### src/lbct_pkg.sv
package lbct_pkg;

    localparam int DEF_ENTRIES = 8;

    localparam int BASE_W  = 16;
    localparam int IDX_W   = 21;
    localparam int LBA_W   = 22;
    localparam int TAG_W   = 32;
    localparam int STAMP_W = 32;
    localparam int ENTRY_W = 3;

    localparam int IN_DATA_W  = 24;
    localparam int OUT_DATA_W = 32;

    localparam logic [TAG_W-1:0] INVALID_TAG = '1;

    typedef enum logic [2:0] {
        S_IDLE  = 3'b001,
        S_SCAN  = 3'b010,
        S_WRITE = 3'b100
    } t_state;

endpackage

### src/lbct_ram.sv
module lbct_ram #(
    parameter int WIDTH = 64,
    parameter int DEPTH = 8
) (
    input  logic                     i_clk,
    input  logic                     i_we,
    input  logic [$clog2(DEPTH)-1:0] i_waddr,
    input  logic [WIDTH-1:0]         i_wdata,
    input  logic [$clog2(DEPTH)-1:0] i_raddr,
    output logic [WIDTH-1:0]         o_rdata
);

    logic [WIDTH-1:0] r_mem [DEPTH];
    logic [WIDTH-1:0] r_rdata;

    always_ff @(posedge i_clk) begin
        if (i_we) begin
            r_mem[i_waddr] <= i_wdata;
        end
        r_rdata <= r_mem[i_raddr];
    end

    assign o_rdata = r_rdata;

endmodule

### src/lru_block_cache_tags_top.sv
// Tag and LRU replacement engine of a fully associative block cache. Each
// input transaction carries a block index and a fill status; the block adds
// the configured base LBA, looks the address up, restamps the hit entry or
// replaces the least recently stamped one, and returns one result transaction
// with the hit flag, the entry number and the absolute LBA. Tags and stamps
// live in one entry RAM with a single registered read port, which is scanned
// one entry per cycle: a lookup that hits entry k stops the scan there, while a
// miss scans all ENTRIES entries before its write back of the victim. The
// result sits in an output register, so a new request is taken while the
// previous result still waits; a result that is still waiting holds the next
// write back until it is taken. Entries read as invalid after reset through
// a valid bit per entry; no clearing pass is needed. The base LBA may only be
// written while no lookup is in flight.
module lru_block_cache_tags_top #(
    parameter int ENTRIES = lbct_pkg::DEF_ENTRIES
) (
    input  logic                             i_clk,
    input  logic                             i_rst_n,
    // Configuration write: base_lba.
    input  logic                             i_cfg_valid,
    output logic                             o_cfg_ready,
    input  logic [lbct_pkg::BASE_W-1:0]      i_cfg_data,
    // Request stream.
    input  logic                             s_axis_tvalid,
    output logic                             s_axis_tready,
    // tdata: [20:0] block_index, [23:21] zero.
    input  logic [lbct_pkg::IN_DATA_W-1:0]   s_axis_tdata,
    // tuser: [0] fill_ok.
    input  logic                             s_axis_tuser,
    // Result stream.
    output logic                             m_axis_tvalid,
    input  logic                             m_axis_tready,
    // tdata: [2:0] entry_index, [24:3] fetch_lba, [31:25] zero.
    output logic [lbct_pkg::OUT_DATA_W-1:0]  m_axis_tdata,
    // tuser: [0] hit.
    output logic                             m_axis_tuser
);

    import lbct_pkg::*;

    localparam int IW     = $clog2(ENTRIES);
    localparam int WORD_W = STAMP_W + TAG_W;

    t_state               r_state;
    logic [BASE_W-1:0]    r_base;
    logic [LBA_W-1:0]     r_lba;
    logic                 r_fill_ok;
    logic [STAMP_W-1:0]   r_stamp_cnt;
    logic [ENTRIES-1:0]   r_vld;

    logic                 r_issuing;
    logic [IW-1:0]        r_rd_idx;
    logic                 r_chk_vld;
    logic [IW-1:0]        r_chk_idx;
    logic [STAMP_W-1:0]   r_min_stamp;
    logic [IW-1:0]        r_vic;
    logic [IW-1:0]        r_sel;
    logic                 r_hit;

    logic                 r_out_valid;
    logic [OUT_DATA_W-1:0] r_out_data;
    logic                 r_out_hit;

    logic [WORD_W-1:0]    rd_data;
    logic [TAG_W-1:0]     chk_tag;
    logic [STAMP_W-1:0]   chk_stamp;
    logic                 tag_match;
    logic                 take_min;
    logic [IW-1:0]        n_vic;
    logic [STAMP_W-1:0]   n_stamp_cnt;
    logic [TAG_W-1:0]     n_tag;
    logic                 out_free;
    logic                 write_go;
    logic                 in_accept;
    logic                 checking;
    logic                 chk_last;
    logic [IW-1:0]        ram_addr_r;

    assign o_cfg_ready   = 1'b1;
    assign s_axis_tready = (r_state == S_IDLE);
    assign in_accept     = s_axis_tvalid && s_axis_tready;

    assign out_free = !r_out_valid || m_axis_tready;
    assign write_go = (r_state == S_WRITE) && out_free;

    assign checking = (r_state == S_SCAN) && r_chk_vld;
    assign chk_last = (r_chk_idx == IW'(ENTRIES - 1));

    // An entry never written since reset reads as invalid tag with stamp zero.
    assign chk_tag   = r_vld[r_chk_idx] ? rd_data[TAG_W-1:0] : INVALID_TAG;
    assign chk_stamp = r_vld[r_chk_idx] ? rd_data[WORD_W-1:TAG_W] : '0;
    assign tag_match = (chk_tag == TAG_W'(r_lba));
    assign take_min  = (r_chk_idx == '0) || (chk_stamp < r_min_stamp);
    assign n_vic     = take_min ? r_chk_idx : r_vic;

    assign n_stamp_cnt = r_stamp_cnt + STAMP_W'(1);
    // On a hit the stored tag already equals the LBA.
    assign n_tag       = (r_hit || r_fill_ok) ? TAG_W'(r_lba) : INVALID_TAG;

    assign ram_addr_r = r_rd_idx;

    lbct_ram #(
        .WIDTH (WORD_W),
        .DEPTH (ENTRIES)
    ) u_entry_ram (
        .i_clk   (i_clk),
        .i_we    (write_go),
        .i_waddr (r_sel),
        .i_wdata ({n_stamp_cnt, n_tag}),
        .i_raddr (ram_addr_r),
        .o_rdata (rd_data)
    );

    always_ff @(posedge i_clk) begin
        if (!i_rst_n) begin
            r_state     <= S_IDLE;
            r_base      <= '0;
            r_stamp_cnt <= '0;
            r_vld       <= '0;
            r_issuing   <= 1'b0;
            r_chk_vld   <= 1'b0;
            r_out_valid <= 1'b0;
        end else begin
            if (i_cfg_valid && o_cfg_ready) begin
                r_base <= i_cfg_data;
            end
            if (r_out_valid && m_axis_tready) begin
                r_out_valid <= 1'b0;
            end

            unique case (r_state)
                S_IDLE: begin
                    if (in_accept) begin
                        r_state   <= S_SCAN;
                        r_issuing <= 1'b1;
                        r_chk_vld <= 1'b0;
                    end
                end
                S_SCAN: begin
                    r_chk_vld <= r_issuing;
                    if (r_issuing && (r_rd_idx == IW'(ENTRIES - 1))) begin
                        r_issuing <= 1'b0;
                    end
                    if (checking && (tag_match || chk_last)) begin
                        r_state   <= S_WRITE;
                        r_issuing <= 1'b0;
                        r_chk_vld <= 1'b0;
                    end
                end
                S_WRITE: begin
                    if (write_go) begin
                        r_state       <= S_IDLE;
                        r_stamp_cnt   <= n_stamp_cnt;
                        r_vld[r_sel]  <= 1'b1;
                        r_out_valid   <= 1'b1;
                    end
                end
                default: begin
                    r_state <= S_IDLE;
                end
            endcase
        end
    end

    // Datapath registers, qualified by the control state above.
    always_ff @(posedge i_clk) begin
        if (in_accept) begin
            r_lba     <= LBA_W'(r_base) + LBA_W'(s_axis_tdata[IDX_W-1:0]);
            r_fill_ok <= s_axis_tuser;
            r_rd_idx  <= '0;
        end else if ((r_state == S_SCAN) && r_issuing) begin
            r_rd_idx <= r_rd_idx + IW'(1);
        end

        if ((r_state == S_SCAN) && r_issuing) begin
            r_chk_idx <= r_rd_idx;
        end

        if (checking) begin
            if (tag_match) begin
                r_hit <= 1'b1;
                r_sel <= r_chk_idx;
            end else begin
                r_min_stamp <= take_min ? chk_stamp : r_min_stamp;
                r_vic       <= n_vic;
                r_hit       <= 1'b0;
                r_sel       <= n_vic;
            end
        end

        if (write_go) begin
            r_out_hit  <= r_hit;
            r_out_data <= {{(OUT_DATA_W - LBA_W - ENTRY_W){1'b0}}, r_lba, ENTRY_W'(r_sel)};
        end
    end

    assign m_axis_tvalid = r_out_valid;
    assign m_axis_tdata  = r_out_data;
    assign m_axis_tuser  = r_out_hit;

    a_accept_starts_scan: assert property (@(posedge i_clk) disable iff (!i_rst_n)
        in_accept |=> (r_state == S_SCAN))
        else $error("accepted request did not start a scan");

    a_stamp_advance: assert property (@(posedge i_clk) disable iff (!i_rst_n)
        write_go |=> (r_stamp_cnt == $past(n_stamp_cnt)))
        else $error("stamp counter did not advance on write back");

    a_result_from_write: assert property (@(posedge i_clk) disable iff (!i_rst_n)
        $rose(r_out_valid) |-> $past(write_go))
        else $error("result appeared without a write back");

    a_sel_in_range: assert property (@(posedge i_clk) disable iff (!i_rst_n)
        (r_state == S_WRITE) |-> (int'(r_sel) < ENTRIES))
        else $error("selected entry out of range");

    a_no_issue_outside_scan: assert property (@(posedge i_clk) disable iff (!i_rst_n)
        (r_state == S_IDLE) |-> !r_issuing)
        else $error("entry read issued while idle");

endmodule
### config.mk
export PLATFORM = sky130hd
export DESIGN_NAME = lru_block_cache_tags_top
export DESIGN_NICKNAME = d
export VERILOG_FILES = /design/src/lbct_pkg.sv /design/src/lbct_ram.sv /design/src/lru_block_cache_tags_top.sv
export SDC_FILE = /design/constraint.sdc
export NUM_CORES = 1
export LEC_CHECK = 0
export ABC_AREA = 1
export BUFFER_PORTS_ARGS = -buffer_cell sky130_fd_sc_hd__buf_2
export CORE_MARGIN = 10
export CORE_UTILIZATION = 62
export CTS_CLUSTER_DIAMETER = 40
export DETAILED_ROUTE_END_ITERATION = 7
export PLACE_DENSITY = 0.87
export SYNTH_ARGS = -nofsm -noshare
export SYNTH_HDL_FRONTEND = slang
export SYNTH_SLANG_ARGS = --single-unit
### constraint.sdc
create_clock -name i_clk -period 6.15 [get_ports i_clk]
set_clock_uncertainty 0.15 [all_clocks]
set_input_delay 0.3075 -clock i_clk [delete_from_list [all_inputs] [get_ports i_clk]]
set_output_delay 0.3075 -clock i_clk [all_outputs]
set_load 0.05 [all_outputs]
# --- Word-level counts from Yosys, hierarchy flattened ---
# Memory sizes are Yosys's and may differ from the RTL's. A register that Yosys moved wholly into a read port is not among the register bits.
# Index checks and enable logic that the tools add are counted.
word_totals:
  input_bits: 46
  elab_cells: 84
  mem_count: 1
  regBits: 156
  ram_bits: 512
mem_list:
  columns: ["memory", "depth", "word_bits", "read_ports", "rd_clocked_by_memory_dff", "wr", "line_no", "rtl"]
  rows:
  - ["u_entry_ram.r_mem", 8, 64, 1, 1, 1, "lbct_ram.sv:13", "logic [WIDTH-1:0] r_mem [DEPTH];"]
classes:
  bitwise_logic: 2
  mux: 26
  n_reduce_logical: 21
  add_sub_neg: 3
  n_eq_ne: 10
  magnitude_cmp: 4
ops:
  columns: ["cell", "count"]
  rows:
  - ["$mux 32", 3]
  - ["$add 32x1->32 const B", 1]
  - ["$eq 32x22->1", 1]
  - ["$lt 32x32->1", 1]
  - ["$add 16x21->22", 1]
  - ["$mux 3", 5]
  - ["$mux 1", 13]
  - ["$eq 3x3->1 const B", 3]
  - ["$pmux 3 s3", 1]
  - ["$reduce_and 3->1", 3]
  - ["$logic_and 1x1->1", 8]
  - ["$lt 3x4->1 const B", 2]
  - ["$or 8x8->8", 1]
  - ["$reduce_and 2->1", 3]
  - ["$logic_or 1x1->1", 4]
  - ["$ne 2x1->1 const B", 2]
  - ["$pmux 1 s2", 2]
  - ["$add 3x1->3 const B", 1]
  - ["$bmux 1 s3", 1]
  - ["$demux 1 s3", 1]
  - ["$eq 3x1->1 const B", 1]
  - ["$eq 3x2->1 const B", 1]
  - ["$ge 3x1->1 const B", 1]
  - ["$logic_not 3->1", 1]
  - ["other kinds (5)", 5]

# --- Longest topological paths before layout ---
logic_depth:
  depth_word: 8
  ltp_mapped: 24

# --- Modules after synthesis ---
# From an unflattened synthesis, not the netlist that was laid out.
unflattened:
  cells_unflattened: 3276
  hier_area_um2: 32067.0
by_module_without_submodules:
  columns: ["module", "cells_per_inst", "area_each_um2", "instances"]
  rows:
  - ["lbct_ram", 2294, 23657.7, 1]
  - ["lru_block_cache_tags_top", 982, 8409.3, 1]

# --- Least setup slack after synthesis ---
# No wires, ideal clock.
synth_path:
  path_type: "register to register"
  startpoint: "reg r_chk_idx[0]"
  endpoint: "reg r_min_stamp[0] (enable)"
  stages_incl_launch_ff: 20
  setup_time_ns: 0.470
  period_less_slack_ns: 5.427
  path_buffers: 2
  setup_slack_ns: 0.723
  arrival_time_ns: 4.807
  path_cell_list: "edfxtp_1 > buf_4 > inv_2 > nand2_1 > nand3_1 > nand3_1 > and2_1 > inv_2 > clkbuf_1 > nor2_1 > ha_1 > nand2_1 > inv_1 > nand3_1 > a31oi_1 > a2111oi_0 > nand2_1 > nand2_1 > nand2_1 > a21boi_0"
synth_between:
  elab_chain_cells: 6
  word_cells_on_any_way: 10
  classes_between: "order compare: 1; eq/ne: 1; mux: 4; bitwise: 1; reduce/logical: 3"
synth_lines:
  columns: ["element", "line_no", "rtl"]
  rows:
  - ["start: declaration", "lru_block_cache_tags_top.sv:54", "logic [IW-1:0] r_chk_idx;"]
  - ["start signal: assignment", "lru_block_cache_tags_top.sv:176", "r_chk_idx <= r_rd_idx;"]
  - ["$bmux 1 s3", "lru_block_cache_tags_top.sv:91", "assign chk_stamp = r_vld[r_chk_idx] ? rd_data[WORD_W-1:TAG_W] : '0;"]
  - ["$mux 1 (not written as such)", "lru_block_cache_tags_top.sv:91", null]
  - ["$mux 32", "lru_block_cache_tags_top.sv:91", null]
  - ["net chk_stamp[11]", "lru_block_cache_tags_top.sv:66", "logic [STAMP_W-1:0] chk_stamp;"]
  - ["$lt 32x32->1", "lru_block_cache_tags_top.sv:93", "assign take_min = (r_chk_idx == '0) || (chk_stamp < r_min_stamp);"]
  - ["$logic_or 1x1->1", "lru_block_cache_tags_top.sv:93", null]
  - ["$reduce_and 3->1 (no line)", null, null]
  - ["end signal: assignment", "lru_block_cache_tags_top.sv:184", "r_min_stamp <= take_min ? chk_stamp : r_min_stamp;"]
  - ["end: declaration", "lru_block_cache_tags_top.sv:55", "logic [STAMP_W-1:0] r_min_stamp;"]
# The timed path passes the listed nets, and every way through them passes these cells. The select of a mux whose other input is x is not followed.
# A chain may end at the register's enable or synchronous reset.

# --- Worst setup path in the final report ---
layout_path:
  startpoint: "reg r_chk_idx[0]"
  endpoint: "reg r_min_stamp[25] (enable)"
# The elaborated chain is that of the path after synthesis.

==> impl_metrics.json <==
{
  "slew_headroom_pct": 17.54,
  "slowest_stage": "a21boi_4",
  "io_buffers": 70,
  "cts_setup_buffers": 0,
  "antenna_found_initial": 1,
  "nets": 2467,
  "grt-ovfl-total": 0,
  "grt_pass1_vias": 17860,
  "multi_input_area_sq_um": 6937,
  "die_x_um": 226.1,
  "drt_iter0_drc": 2739,
  "grt_max_degree": 223,
  "pre_cts_slack_ns": 1.629,
  "path_class": "reg -> reg",
  "finalSetupViolCount": 0,
  "p_int_mw": 7.622,
  "syn_inst": 2283,
  "htree_levels": 3,
  "clockBufferDepth": 3,
  "fin_crit_sh_pct": 76.88,
  "yosysMostFrequentCell": "edfxtp_1",
  "synth_top_area_share_pct": 60.54,
  "synthMuxAreaShare_pct": 0,
  "finalHoldViolations": 0,
  "ys_top_cells_by_count": "531 x edfxtp_1, 518 x nor2_1, 276 x o21ai_0",
  "fillers": 2365,
  "wire_per_inst_um": 21.45,
  "grt_pass1_wl_um": 97500,
  "track_usage_pct": 24.52,
  "swShare_pct": 21.82,
  "worstPathCellList": "inv_2 > nand2_1 > nand3_1 > nand3_1 > and2_1 > inv_2 > nor2_1 > ha_1 > a21oi_1 > o21ai_0 > nand3_1 > a21oi_1 > a211oi_1 > o21a_1 > nand2_1 > a21boi_4",
  "peakVddDrop_mv": 0.2247,
  "critPathArrivalTime_ns": 4.78,
  "start_util_pct": 62.79,
  "status": "complete, no violations",
  "synth_xor_area_share_pct": 1.691,
  "pwr_density_cell_nw_per_um2": 325.3,
  "row_count": 75,
  "wl_um": 63710,
  "cts_tree": "built",
  "crit_path_frequent_cell": "nand3_1",
  "clockPowerShare_pct": 45.8,
  "dp_hpwl_um": 34950,
  "drc": 0,
  "worstHoldPathType": "in -> reg",
  "cpPeakStageDelay_ns": 0.90,
  "slew_violations": 0,
  "cp_top_family": "compound AO/OA/AOI/OAI gates",
  "dpl_cell_area_sq_um": 27200,
  "ant_nets": 0,
  "synth-adder-area-share_pct": 2.451,
  "cts_sinks": 651,
  "gp_congestion": 0.9015,
  "p_total_mw": 9.750,
  "ios": 82,
  "async_flop_share_pct": 0,
  "combPwrFrac_pct": 4.3,
  "synth_edf_count": 531,
  "start_kind": "flip-flop",
  "drive_gt1_share_pct": 11.23,
  "seq_area_sq_um": 18360,
  "ys_warn_count": 0,
  "core_sq_um": 41950,
  "p_leak_nw": 11.26,
  "num_vias": 18380,
  "synthFlopType": "edfxtp_1",
  "utilization_pct": 71.45,
  "ys_seq_area_share_pct": 69.66,
  "final_cell_area_sq_um": 29970,
  "worst_setup_path_end_kind": "flip-flop",
  "synth_compound_area_share_pct": 10.17,
  "crit_buf_inv": 2,
  "die_area_sq_um": 51130,
  "synth_top_family_by_area": "simple AND/OR/NAND/NOR gates",
  "crit_fanout": 36,
  "synthDistinctLibCells": 52,
  "finalCriticalPeriod_ns": 4.728,
  "maxCapViolations": 0,
  "ys_seq_elements": 651,
  "syn-cell-area_sq_um": 26340,
  "drt-pass1-iter-count": 6,
  "rsz0062_at_grt": "no",
  "die_h_um": 226.1,
  "clk_pin_slew_worst_paths_ns": 0.06,
  "drt-vias-per-instance": 6.188,
  "cts.root.buffer_cell": "clkbuf_16",
  "fin_setup_tns_ns": 0,
  "required_ns": 6.20,
  "timing.fmax_ghz": 0.2115,
  "worst_pin_slew_ns": 1.232,
  "synth.area.top_cells": "edfxtp_1 61%, dfxtp_1 9.1%, nor2_1 7.4%",
  "clkLatencyLatePin_ns": 0.59,
  "cts_inserted_buffers": 74,
  "p_switching_mw": 2.128,
  "power_frac_seq_pct": 49.9,
  "yosysTopAreaCell": "edfxtp_1",
  "fin_ws_ns": 1.422,
  "syn_avg_cell_area_sq_um": 11.54,
  "syn_to_final_growth_pct": 13.78,
  "yosys.area_share.simple_pct": 11.62
}
[cell type report]
type                    instances  area share (%)
repair buffers                118           2.622
clock buffers                  92           6.892
inverters                     185           2.334
clock inverters                44           1.507
flip-flops and latches        651           61.24
diodes                          1        0.008349
well taps                     539           2.250
multi-input cells            1340           23.14
[cell usage in the layout (no fill, tap or decap), types with 7 or more instances in the layout]
master           n
a21oi_1         60
nor2_1         509
dfxtp_1        118
clkinv_1         7
buf_2           70
inv_1          173
clkinv_4         7
xnor2_1         11
or2_2           12
conb_1           8
o21ai_1          7
inv_6            9
inv_2            7
nor3_1           8
clkbuf_16       79
buf_4           22
nor2_4          10
nand4_1         10
ha_1            50
edfxtp_1       531
o21bai_1         7
a31oi_1         57
a211oi_1         7
o21ai_0        276
nand2_1        130
nand3_1         37
o22ai_1         59
clkinv_2        11
clkbuf_1         9
xor2_1          38
dlygate4sd3_1   25
[power groups by stage]
stage	Clock (mW)	Sequential, mW	Combinational (mW)
5_1_grt	4.66	4.87	0.458
6_report	4.46	4.87	0.421
2_1_floorplan	0	4.93	0.280
4_1_cts	4.47	4.86	0.405
3_3_place_gp	0	4.95	0.362
3_5_place_dp	0	4.96	0.382
[layer usage]
metal	GRT usage, %	share of wire [%]	vias up
met5	0	0	-
met4	10.26	3.7	0
met3	4.384	11	219
met2	40.28	48	1253
met1	31.76	37	8776
li1	-	-	8129
[kinds of logic after synthesis]
group / count (synthesis)
other: 2
and+or+nand+nor: 742
adders and majority gates: 51
DFF: 651
AOI/OAI and AO/OA: 489
xor gates and xnor gates: 50
buffers and inverters: 298
[worst paths after layout]
| path | from | to | slack (ns) | cells past startpoint |
|---|---|---|---|---|
| hold reg to reg | r_lba[6]$_DFFE_PP_ | m_axis_tdata[9]$_DFFE_PP_ | 0.30 | 0 |
| setup / recovery | r_chk_idx[0]$_DFFE_PP_ | r_min_stamp[25]$_DFFE_PP_ | 1.42 | 16 |
| hold / removal | i_cfg_valid | r_base[15]$_SDFFE_PN0P_ | 0.07 | 3 |
| setup reg to reg | r_chk_idx[0]$_DFFE_PP_ | r_min_stamp[25]$_DFFE_PP_ | 1.42 | 16 |
[stage by stage]
stage,hold slack [ns],cells
floorplan,0.2564,2289
global placement,0.2894,2808
detailed placement,0.2913,2808
CTS,0.01696,2969
global route,0.08938,2970
finish,0.06832,2970
[flip-flops by register name, summed over array words and instances, names as in the netlist, 8 cells and up]
name                 count
u_entry_ram.o_rdata     55
r_stamp_cnt             32
r_base                  16
r_min_stamp             32
r_vld                    8
m_axis_tdata            25
r_lba                   22
u_entry_ram.r_mem      440
[tightest hold or removal path: stages]
cell and delay [ns]:
buf_2 0.21, o21ai_0 0.18, nor2_1 0.05
[repair_timing]
| action | 4_1_cts | 5_1_grt |
|---|---|---|
| hold buffers | 25 | 0 |
| resized for setup | 0 | 0 |
| endpoints found under the hold margin | 26 | 0 |
(Power assumes the default switching activity.)
